==> src/hdl/hbc_ram.sv <==
// Generic single-write, single-read RAM with registered read data.
`default_nettype none
module hbc_ram #(
  parameter int WIDTH = 8,
  parameter int DEPTH = 32,
  parameter int AW    = (DEPTH > 1) ? $clog2(DEPTH) : 1
) (
  input  wire logic             clk,
  input  wire logic             we,
  input  wire logic [AW-1:0]    waddr,
  input  wire logic [WIDTH-1:0] wdata,
  input  wire logic [AW-1:0]    raddr,
  output logic      [WIDTH-1:0] rdata
);

  logic [WIDTH-1:0] mem [DEPTH];

  always_ff @(posedge clk) begin
    if (we) begin
      mem[waddr] <= wdata;
    end
    rdata <= mem[raddr];
  end

endmodule
`default_nettype wire

==> config.mk <==
export PLATFORM = sky130hd
export DESIGN_NAME = hbc_ram
export DESIGN_NICKNAME = d
export VERILOG_FILES = /design/src/hdl/hbc_ram.sv
export SDC_FILE = /design/constraint.sdc
export NUM_CORES = 1
export LEC_CHECK = 0
export BUFFER_PORTS_ARGS = -buffer_cell sky130_fd_sc_hd__buf_2
export CORE_MARGIN = 4
export CORE_UTILIZATION = 59
export CTS_CLUSTER_SIZE = 14
export DETAILED_ROUTE_END_ITERATION = 16
export GPL_TIMING_DRIVEN = 1
export PLACE_DENSITY = 0.76
export SETUP_SLACK_MARGIN = 0.15
export SYNTH_ARGS = -nofsm -noshare
export SYNTH_HDL_FRONTEND = slang
export SYNTH_SLANG_ARGS = --single-unit
==> constraint.sdc <==
create_clock -name clk -period 4.61 [get_ports clk]
set_input_delay 0.922 -clock clk [delete_from_list [all_inputs] [get_ports clk]]
set_output_delay 0.922 -clock clk [all_outputs]
set_load 0.01 [all_outputs]
==> impl_results.md <==
* Count of TritonRoute iterations in the first routing pass at 5
* Number of antenna-violating nets in the routed design at 0
* Net count after synthesis at 437
* Gr usage total at 20.8%
* Final instance area at 0.0112 sq mm
* Longest Clk Path Bufs at 3
* Portion of the post-synthesis area used by sequential elements at 78.1%
* Final total negative setup slack at 0 ns
* Maximum number of pins on one net before global-route repair at 37
* Synth Register Bits at 264
* Fin. max-slew vios at 0
* Period utilisation layout at 61.2%
* Via count of the first global-routing pass at 4651
* Average wire per cell in the routed design at 27.8 um
* Chain of cells forming the critical path: buf_4, buf_4, mux4_2, mux4_2, mux2_2
* Clock root cell: sky130_fd_sc_hd__clkbuf_16
* Sequential standard cell area at 0.00785 sq mm
* Outcome: finished, final reports clean
* Routed Wire Length at 19.3 mm
* Setup Crit Path Kind: primary input to register
* Final critical-path required period at 2.82 ns
* Placed inst area at 0.0104 sq mm
* Endpoint arrival time on the critical path at 3.21 ns
* Type of origin of the critical path: primary input
* Ratio of cells with drive above 1 in the final layout at 33.3%
* CTS hold repair buffers at 0
* CTS H-Tree Depth at 1
* Critical path endpoint category: register
* Most frequent cells in the layout: sky130_fd_sc_hd__edfxtp_1 (256), sky130_fd_sc_hd__mux4_2 (80), sky130_fd_sc_hd__nor2_1 (33)
* Cell leakage power at 3.50 nW
* Signed area change from the synthesized netlist to the final layout at 11.5%
* Total power draw at 4.93 mW
* Initial DRC count at 563
* Final layout net count at 476
* Worst hold path class: primary input to register
* CORE AREA at 0.0166 sq mm
* Crit Path Max Fanout at 32
* Highest-delay cell along the critical path: sky130_fd_sc_hd__mux4_2
* CTS tree: built
* CTS clock-pin slew for the worst setup and hold paths at 0.06 ns
* GRT Residual Overflow at 0
* Horizontal extent of the die at 139 um
* Number of distinct library cells after synthesis at 15
* Initial core utilization at 60.4%
* Post CTS Setup Buffer Count at 0
* Maximum achievable frequency at 355 MHz
* Drt via density at 6.44
* Power density normalized to cell area at 439 mW/mm^2
* Count of port buffers added during placement at 27
* Total via count in the routed design at 4467
* HPWL Detailed at 11.7 mm
* Unrepaired setup endpoints after global routing: no
* Final Wtd Congestion at 0.823
* Wire length of the first global-routing pass at 29.7 mm
* Clock skew after layout at 0.00858 ns
* Netlist area before placement at 0.0101 sq mm
* Post-Synthesis Cells at 417
* Cts repair resizes at 0
* Die area at 0.0192 sq mm
* Area of combinational cells with multiple inputs at 0.00210 sq mm
* Final Hold Violating Endpoints at 0
* Normalized max-slew margin at 34.2%
* Number of buffer and inverter instances along the worst setup path at 2
* Pin slew with the least headroom to its limit at 0.983 ns
* Delay-heaviest family, CP: multiplexers
* Clock latency reported for the late side of the worst-skew pair at 0.51 ns
* Final setup viols at 0
* TritonCTS Buffers at 26
* Inserted Diodes at 0
* Commonest non-fill, non-tap cell in the layout: sky130_fd_sc_hd__edfxtp_1
* Number of primary I/O pins at 28
* Clk sinks at 264
* Count of unresolved DRC violations after routing at 0
* Warnings from Yosys at 0
* Syn Area/Cell at 24.1 sq um
* Maximum resistive drop on vdd at 0.353 mV
* Number of filler cells placed in the layout at 996
* Antenna violations before repair at 0
* Number of maximum-capacitance constraint violations at 0
* Required time at the worst-slack endpoint at 5.00 ns
* Critical Path Max Stage Delay at 0.56 ns
* Total number of placement rows at 47
* Height of the die at 139 um
[cell type report]
cell class | instances | share of cell area (%)
tap | 220 | 2.45
timing repair buffer | 31 | 1.61
clock buffer | 32 | 6.19
clock inverter | 14 | 1.04
multi-input combinational | 133 | 18.7
sequential | 264 | 70.0
[cell usage after synthesis, drive strengths merged]
cell	n	area share [%]
dfxtp	8	1.6
nand3	2	0.10
mux2	8	0.90
edfxtp	256	76
buf	14	0.83
nand3b	5	0.37
or3	1	0.062
clkbuf	6	0.22
or3b	3	0.26
nand2	1	0.037
mux4	80	18
nor2	33	1.2
[report_power, final]
group / internal [mW] / switching [mW] / leakage (nW)
logic: 0.106 / 0.140 / 0.724
registers: 2.67 / 0.0107 / 2.37
clock network: 1.17 / 0.827 / 0.398
total: 3.95 / 0.977 / 3.50
[logic make-up (layout without fill, tap and decap cells)]
family,after synthesis,in the layout,synth area share (%)
flip-flops,264,264,78.1
multiplexers,88,88,18.8
AND/OR/NAND/NOR,45,45,2.07
buffers and inverters,20,77,1.06
[layer usage]
metal | up-vias | track usage, % | routed length, um
met2 | 278 | 31.8 | 9080
met1 | 2291 | 32.1 | 7750
met3 | 41 | 3.86 | 1990
met5 | - | 0 | 0
met4 | 0 | 5.51 | 488
li1 | 1857 | - | -
[flip-flops by register name, summed over array words and instances, names as in the netlist]
| signal | flops |
|---|---|
| mem | 256 |
| rdata | 8 |
[per-stage QoR]
stage	std cells	utilization (%)	hold slack, ns	setup WS, ns
2_1_floorplan	417	-	0.865	1.89
5_1_grt	694	67.4	0.865	1.66
6_report	694	67.4	0.875	1.79
4_1_cts	694	67.4	0.851	1.76
3_5_place_dp	648	62.5	0.889	1.22
3_3_place_gp	648	62.5	0.884	1.21
[worst paths after layout]
path | endpoint | cells after the start | start | slack [ns]
max | rdata[4] | 5 | raddr[0] | 1.79
min | rdata[5] | 2 | raddr[3] | 0.87
max reg2reg | rdata[4] | 3 | mem[23][4] | 2.80
min reg2reg | rdata[5] | 3 | mem[4][5] | 0.90
Note: power is estimated with default switching activity, not from simulation.
