**config.mk**
```make
export PLATFORM = sky130hd
export DESIGN_NAME = hbc_mod
export DESIGN_NICKNAME = d
export VERILOG_FILES = /design/src/hdl/hbc_pkg.sv /design/src/hdl/hbc_mod.sv
export SDC_FILE = /design/constraint.sdc
export NUM_CORES = 1
export LEC_CHECK = 0
export BUFFER_PORTS_ARGS = -buffer_cell sky130_fd_sc_hd__buf_2
export CORE_ASPECT_RATIO = 2
export CORE_MARGIN = 3
export CORE_UTILIZATION = 29
export DETAILED_ROUTE_END_ITERATION = 8
export HOLD_SLACK_MARGIN = 0.15
export PLACE_DENSITY_LB_ADDON = 0.2
export SYNTH_ARGS = -nofsm -noshare
export SYNTH_HDL_FRONTEND = slang
export SYNTH_SLANG_ARGS = --single-unit
```
**constraint.sdc**
```tcl
create_clock -name clk -period 6.3 [get_ports clk]
set_input_delay 0.945 -clock clk [delete_from_list [all_inputs] [get_ports clk]]
set_output_delay 0.945 -clock clk [all_outputs]
set_load 0.02 [all_outputs]
```
**src/hdl/hbc_pkg.sv**
```systemverilog
// Shared types and constants of the hashed buffer cache.
`default_nettype none
package hbc_pkg;

  localparam int SLOTS_DEF   = 32;
  localparam int BUCKETS_DEF = 13;

  localparam int IN_DATA_W  = 104;
  localparam int OUT_DATA_W = 8;

  localparam logic [7:0] CNT_MAX = 8'hFF;

  typedef enum logic [1:0] {
    OP_GET   = 2'd0,
    OP_REL   = 2'd1,
    OP_PIN   = 2'd2,
    OP_UNPIN = 2'd3
  } op_t;

  typedef enum logic [1:0] {
    STS_OK     = 2'd0,
    STS_NOFREE = 2'd1,
    STS_RANGE  = 2'd2
  } status_t;

  // One slot of the tag table, as stored in one memory word.
  typedef struct packed {
    logic [3:0]  bucket;
    logic [31:0] dev;
    logic [31:0] blk;
    logic [7:0]  cnt;
    logic [31:0] rtime;
    logic        valid;
    logic [31:0] order;
  } entry_t;

  localparam int ENTRY_W = $bits(entry_t);

endpackage
`default_nettype wire

```
**src/hdl/hbc_mod.sv**
```systemverilog
// Bucket remainder unit: value mod BUCKETS; registered nibble sum, remainder.
`default_nettype none
module hbc_mod import hbc_pkg::*; #(
  parameter int BUCKETS = BUCKETS_DEF,
  parameter int BW      = (BUCKETS > 1) ? $clog2(BUCKETS) : 1
) (
  input  wire logic          clk,
  input  wire logic          rst_n,
  input  wire logic          start,
  input  wire logic [31:0]   value,
  output logic               done,
  output logic [BW-1:0]      rem
);

  // Each nibble is weighted by 16**k mod BUCKETS, so the weighted sum keeps
  // the residue and stays below 2**11 (8 nibbles, 15 times 15 at most).
  localparam int SUM_W = 11;
  localparam int QSH   = SUM_W + 4;
  localparam int RECIP = (2**QSH + BUCKETS - 1) / BUCKETS;
  localparam int RCP_W = QSH + 1;
  localparam int PRD_W = SUM_W + RCP_W;

  function automatic logic [31:0] nib_weights();
    logic [31:0] v;
    int w;
    v = '0;
    w = 1 % BUCKETS;
    for (int k = 0; k < 8; k++) begin
      v[4*k +: 4] = 4'(w);
      w = (w * 16) % BUCKETS;
    end
    return v;
  endfunction

  localparam logic [31:0] WGT = nib_weights();

  logic [SUM_W-1:0] sum_c;
  logic [SUM_W-1:0] sum_r;
  logic [PRD_W-1:0] prd;
  logic [SUM_W-1:0] quo;
  logic [SUM_W-1:0] rem_c;
  logic             stg_r;
  logic             done_r;
  logic [BW-1:0]    rem_r;

  always_comb begin
    sum_c = '0;
    for (int k = 0; k < 8; k++) begin
      sum_c = sum_c + SUM_W'(value[4*k +: 4]) * SUM_W'(WGT[4*k +: 4]);
    end
  end

  // The scaled reciprocal is exact for every sum below 2**11.
  assign prd   = PRD_W'(sum_r) * PRD_W'(RECIP);
  assign quo   = prd[QSH +: SUM_W];
  assign rem_c = sum_r - quo * SUM_W'(BUCKETS);

  always_ff @(posedge clk) begin
    if (!rst_n) begin
      stg_r  <= 1'b0;
      done_r <= 1'b0;
    end else begin
      stg_r  <= start;
      done_r <= stg_r;
      if (start) begin
        sum_r <= sum_c;
      end
      if (stg_r) begin
        rem_r <= rem_c[BW-1:0];
      end
    end
  end

  assign done = done_r;
  assign rem  = rem_r;

endmodule
`default_nettype wire

```
==> results of run 1 <==
-- metal layers --
metal  track usage (%)  routed length (um)
met5                 0                   0
met4              4.28                 272
met3              1.05                 171
met2              24.2                5410
met1              9.09                2540
-- stage by stage --
step                setup WS, ns  hold slack, ns  util, %
floorplan                  0.315           0.427        -
global placement           0.216           0.433     33.3
detailed placement        0.0672           0.448     33.3
CTS                       0.0634           0.460     33.8
global route              0.0351           0.477     34.3
finish                     0.255           0.454     34.3
-- cell usage after synthesis --
cell type  count
and2_1         4
o21ai_1        1
inv_1        139
o21ai_0        5
edfxtp_1      14
fa_1          75
mux2i_1        1
a41oi_2        1
or2_2          1
nand3b_1       1
xnor2_1       19
o21ai_4        1
dfxtp_1        2
a21o_2         1
xor2_1         6
o21bai_1       2
nand4_1        1
nand2b_1       2
a21oi_1       14
nand2_1        6
ha_1          99
nand3_1        4
or3_1          1
nand4_2        1
nor2_1         8
a211oi_2       1
a21o_1         3
xor2_2         1
nand4b_1       1
mux2_4         1
mux2_2         1
-- worst min-delay path by stage --
stage	start	endpoint	slack, ns	cells after the start
after floorplan	stg_r	done	0.43	1
after global placement	stg_r	done	0.43	1
after detailed placement	stg_r	done	0.45	1
after CTS	stg_r	done	0.46	1
after global routing	stg_r	done	0.48	1
final	stg_r	done	0.45	1
-- sequential cells by signal, summed over array words and instances (netlist names) --
signal and flops:
sum_r 10, rem 4, done 1, stg_r 1
-- cells by family after synthesis --
kind of cell | Yosys count | synth area share [%]
buf+inv | 139 | 12.0
simple gates | 30 | 3.63
fa+ha+maj | 174 | 63.1
flops | 16 | 10.6
xor+xnor | 26 | 5.42
mux | 3 | 0.835
compound gates | 29 | 4.41
-- area by class of cell --
cell class                 count  area [um^2]
clock buffer                   4         78.8
fill                        1487         9540
inverter                     139          522
multi-input combinational    262         3410
sequential                    16          460
tap                          192          240
timing repair buffer          48          263
-- worst register-to-register path: cells and delay by family, from the launching register on --
kind / cells / cell delay, ns
and+or+nand+nor: 2 / 0.17
DFF: 1 / 0.42
AOI/OAI and AO/OA: 5 / 0.74
buffers and inverters: 5 / 0.30
adders and majority gates: 9 / 3.75
xor gates and xnor gates: 3 / 0.42
-- timing repair --
action                     in CTS  in global routing
buffers inserted                0                  3
resized for setup               0                  6
setup endpoints to repair       0                  1
==> flow_summary.json, run 1 <==
{
  "status": "finished, final reports clean",
  "wl_mm": 8.40,
  "path_class": "flip-flop to flip-flop",
  "worstSetupEndpoint": "rem[3]",
  "r2r-end": "rem[3]",
  "cpPeakStageDelay_ns": 0.55,
  "cpMaxStageDelayCell": "fa_1",
  "worstMarginPinSlew_ns": 0.483,
  "grt_max_degree": 11,
  "required_ns": 6.30,
  "synth.top_cell.area_share_pct": 34.6,
  "hpwl_mm": 8.06,
  "ys_seq_area_share_pct": 10.6,
  "cts_tree": "yes",
  "layout-drive-gt1-share_pct": 13.9,
  "grt_pass1_wl_mm": 13.9,
  "path_delay_family": "adder cells",
  "core_area_mm2": 0.0145,
  "first_iter_violations": 34,
  "syn_to_final_growth_pct": 14.5,
  "yosysWarnings": 0,
  "grt_overflow": 0,
  "max_freq_ghz": 0.165,
  "clk_pin_slew_ns": 0.05,
  "cp.buffers_inverters": 5,
  "fin_tns_setup_ns": 0,
  "hold_viol_final": 0,
  "crit_start": "sum_r[3]",
  "boundaryPins": 40,
  "wl_per_cell_um": 12.7,
  "final-setup-viol-count": 0,
  "reg2reg_slack_ns": 0.25,
  "clock_sinks": 16,
  "die_w_um": 92.5,
  "placed_area_mm2": 0.00482,
  "htreeDepth": 1,
  "die_area_mm2": 0.0166,
  "synth.distinct_cells": 31,
  "cp.arrival_ns": 6.04,
  "ys_ff_latch": 16,
  "grt_pass1_vias": 3176,
  "cts_root_buf": "clkbuf_16",
  "die_h_um": 179,
  "maxSlewHeadroom_pct": 67.8,
  "syn_nets": 626,
  "std_cell_rows": 62,
  "cts_buffers": 3,
  "timing.final.max_slew_violations": 0,
  "fin_skew_ns": 0.00105,
  "cap_violations": 0,
  "layout_commonest_cell": "inv_1",
  "hold_buffers": 0,
  "antenna_found_initial": 0,
  "r2r-start": "sum_r[3]",
  "timing.final.crit_period_ns": 6.05,
  "reg2reg_depth": 24,
  "syn_avg_cell_area_um2": 10.4,
  "port_buffers": 39,
  "dp_cells": 654,
  "final_area_mm2": 0.00497,
  "crit_path_cell_trace": "fa_1 > inv_1 > fa_1 > inv_1 > fa_1 > fa_1 > inv_1 > fa_1 > inv_1 > ha_4 > a21oi_2 > nand2_1 > a41oi_2 > o21ai_4 > xor2_4 > ha_1 > inv_1 > fa_1 > ha_1 > o21ai_0 > nand2b_1 > a21oi_2 > xnor2_1 > xnor2_1",
  "drcViolationCount": 0,
  "hold_class": "flip-flop to flip-flop",
  "setup.worst_path.end_class": "flip-flop",
  "vias_per_cell": 4.20,
  "cp.depth": 24,
  "instances_no_fill": 661,
  "path_common_cell": "fa_1",
  "gp_congestion": 0.811,
  "vias": 2775,
  "ys_top_cells_by_area": "fa_1 (35%), ha_1 (29%), inv_1 (12%)",
  "final_nets": 679,
  "dr.pass1.iters": 3,
  "yosysTopAreaCell": "fa_1",
  "crit_path_start_kind": "flip-flop",
  "layout_common_cells": "inv_1 (139), ha_1 (98), fa_1 (75)",
  "detail-route-antenna-nets": 0,
  "grt_use_total_pct": 10.8,
  "netlist_instances": 417,
  "clock_path_buffers": 2,
  "diodes": 0,
  "clk_latency_ns": 0.25,
  "initial_core_util_pct": 29.9,
  "cp_max_fo": 5,
  "fin_crit_sh_pct": 96.0,
  "rsz0062_at_grt": "no",
  "syn_area_mm2": 0.00434
}
Power of run 1 is left out: the tool's default activity adds up to more than one toggle a clock period on the data nets, which glitch-free logic cannot reach.
==> run 2: changes to the inputs <==
--- a/config.mk
+++ b/config.mk
@@ -9,6 +9,7 @@
 export CORE_ASPECT_RATIO = 2
 export CORE_MARGIN = 3
 export CORE_UTILIZATION = 29
+export CTS_BUF_LIST = sky130_fd_sc_hd__clkbuf_8
 export DETAILED_ROUTE_END_ITERATION = 8
 export HOLD_SLACK_MARGIN = 0.15
 export PLACE_DENSITY_LB_ADDON = 0.2
==> run 2 against run 1 <==
Via count increased by 0.36%. Non-clock buffer count unchanged. Critical endpoint unchanged. Cell count unchanged. Worst hold slack improved by 0.0034 ns. First-iteration DRC count decreased by 2.9%. Final area decreased by 0.68%. Clock skew about the same. Utilization decreased by 0.23 points. Flip-flop and latch count unchanged. Count of clock-buffer cells in the layout decreased by 1.
==> flow_summary.json, run 2 (synthesis gave the netlist of run 1 again) <==
{
  "status": "finished, final reports clean",
  "cp_max_fo": 5,
  "r2r-end": "rem[3]",
  "timing.final.max_slew_violations": 0,
  "dr.pass1.iters": 3,
  "crit_path_start_kind": "flip-flop",
  "fin_util_pct": 34.0,
  "r2r-start": "sum_r[3]",
  "core_area_mm2": 0.0145,
  "vias": 2785,
  "gp_congestion": 0.811,
  "detail-route-antenna-nets": 0,
  "grt_max_degree": 11,
  "crit_path_cell_trace": "fa_1 > inv_1 > fa_1 > inv_1 > fa_1 > fa_1 > inv_1 > fa_1 > inv_1 > ha_4 > a21oi_2 > nand2_1 > a41oi_2 > o21ai_4 > xor2_4 > ha_1 > inv_1 > fa_1 > ha_1 > o21ai_0 > nand2b_1 > a21oi_2 > xnor2_1 > xnor2_1",
  "rsz0062_at_grt": "no",
  "diodes": 0,
  "die_area_mm2": 0.0166,
  "grt_overflow": 0,
  "clock_sinks": 16,
  "std_cell_rows": 62,
  "cts_buffers": 3,
  "max_freq_ghz": 0.165,
  "vias_per_cell": 4.21,
  "die_w_um": 92.5,
  "final-setup-viol-count": 0,
  "layout-drive-gt1-share_pct": 13.9,
  "cpPeakStageDelay_ns": 0.55,
  "boundaryPins": 40,
  "reg2reg_depth": 24,
  "htreeDepth": 1,
  "cap_violations": 0,
  "grt_use_total_pct": 10.9,
  "cp.buffers_inverters": 5,
  "grt_pass1_vias": 3169,
  "hold_start": "stg_r",
  "fin_skew_ns": 0.00113,
  "hold_path_end": "done",
  "path_common_cell": "fa_1",
  "maxSlewHeadroom_pct": 67.3,
  "fin_tns_setup_ns": 0,
  "antenna_found_initial": 0,
  "hold_class": "flip-flop to flip-flop",
  "layout_commonest_cell": "inv_1",
  "required_ns": 6.31,
  "reg2reg_slack_ns": 0.25,
  "syn_to_final_growth_pct": 13.7,
  "cp.arrival_ns": 6.06,
  "cpMaxStageDelayCell": "fa_1",
  "drcViolationCount": 0,
  "final_nets": 679,
  "path_delay_family": "adder cells",
  "hold_depth": 1,
  "worstMarginPinSlew_ns": 0.490,
  "regMostFlops": "sum_r",
  "cts_root_buf": "clkbuf_8",
  "port_buffers": 39,
  "initial_core_util_pct": 29.9,
  "largest_register_ffs": 10,
  "grt_pass1_wl_mm": 13.9,
  "wl_mm": 8.45,
  "fin_crit_sh_pct": 96.0,
  "hpwl_mm": 8.06,
  "timing.final.crit_period_ns": 6.05,
  "wl_per_cell_um": 12.8,
  "layout_common_cells": "inv_1 (140), ha_1 (98), fa_1 (75)",
  "first_iter_violations": 33,
  "clk_latency_ns": 0.26,
  "clock_path_buffers": 2,
  "nFillCells": 1493,
  "die_h_um": 179,
  "clk_pin_slew_ns": 0.06,
  "cts_tree": "yes",
  "setup.worst_path.end_class": "flip-flop",
  "path_class": "flip-flop to flip-flop",
  "hold_viol_final": 0
}
## run 2: worst max path at each step
stage,from,endpoint,slack [ns],depth (start not counted)
after floorplan,sum_r[2],rem[3],0.31,24
after global placement,sum_r[3],rem[3],0.22,24
after detailed placement,sum_r[3],rem[3],0.07,24
after CTS,sum_r[3],rem[3],0.06,24
after global routing,sum_r[3],rem[3],0.03,24
final,sum_r[3],rem[3],0.25,24
## run 2: layer usage
| metal | wire length (um) | vias to the layer above | track usage (%) |
|---|---|---|---|
| li1 | - | 1368 | - |
| met4 | 308 | 0 | 4.65 |
| met2 | 5360 | 40 | 24.1 |
| met5 | 0 | - | 0 |
| met1 | 2570 | 1364 | 9.11 |
| met3 | 201 | 13 | 1.05 |
## run 2: repair_timing
item / 4_1_cts / 5_1_grt
hold endpoints to repair: 0 / 0
endpoints found under the setup margin: 0 / 1
buffers inserted: 0 / 3
resized for setup: 0 / 6
hold buffers: 0 / 0
## run 2: cell type report
class	count	area, um^2	area share (%)
Multi-Input combinational cell	262	3410	69.0
Tap cell	192	240	4.87
Clock inverter	1	3.75	0.0760
Inverter	139	522	10.6
Sequential cell	16	460	9.33
Clock buffer	3	41.3	0.836
Timing Repair Buffer	48	263	5.32
## run 2: through the flow
step	setup WS (ns)	cell area (um^2)	cells	hold WS, ns
2_1_floorplan	0.315	4340	417	0.427
3_3_place_gp	0.216	4820	654	0.433
3_5_place_dp	0.0672	4820	654	0.448
4_1_cts	0.0588	4870	658	0.463
5_1_grt	0.0274	4940	661	0.481
6_report	0.251	4940	661	0.457
## run 2: worst register-to-register path: stages (launching register included)
cell	delay, ns
edfxtp_1	0.43
fa_1	0.55
inv_1	0.06
fa_1	0.49
inv_1	0.05
fa_1	0.46
fa_1	0.54
inv_1	0.05
fa_1	0.52
inv_1	0.07
ha_4	0.26
a21oi_2	0.14
nand2_1	0.08
a41oi_2	0.23
o21ai_4	0.14
xor2_4	0.19
ha_1	0.19
inv_1	0.07
fa_1	0.44
ha_1	0.30
o21ai_0	0.08
nand2b_1	0.09
a21oi_2	0.15
xnor2_1	0.14
xnor2_1	0.09
Power of run 2 is left out for the same reason.
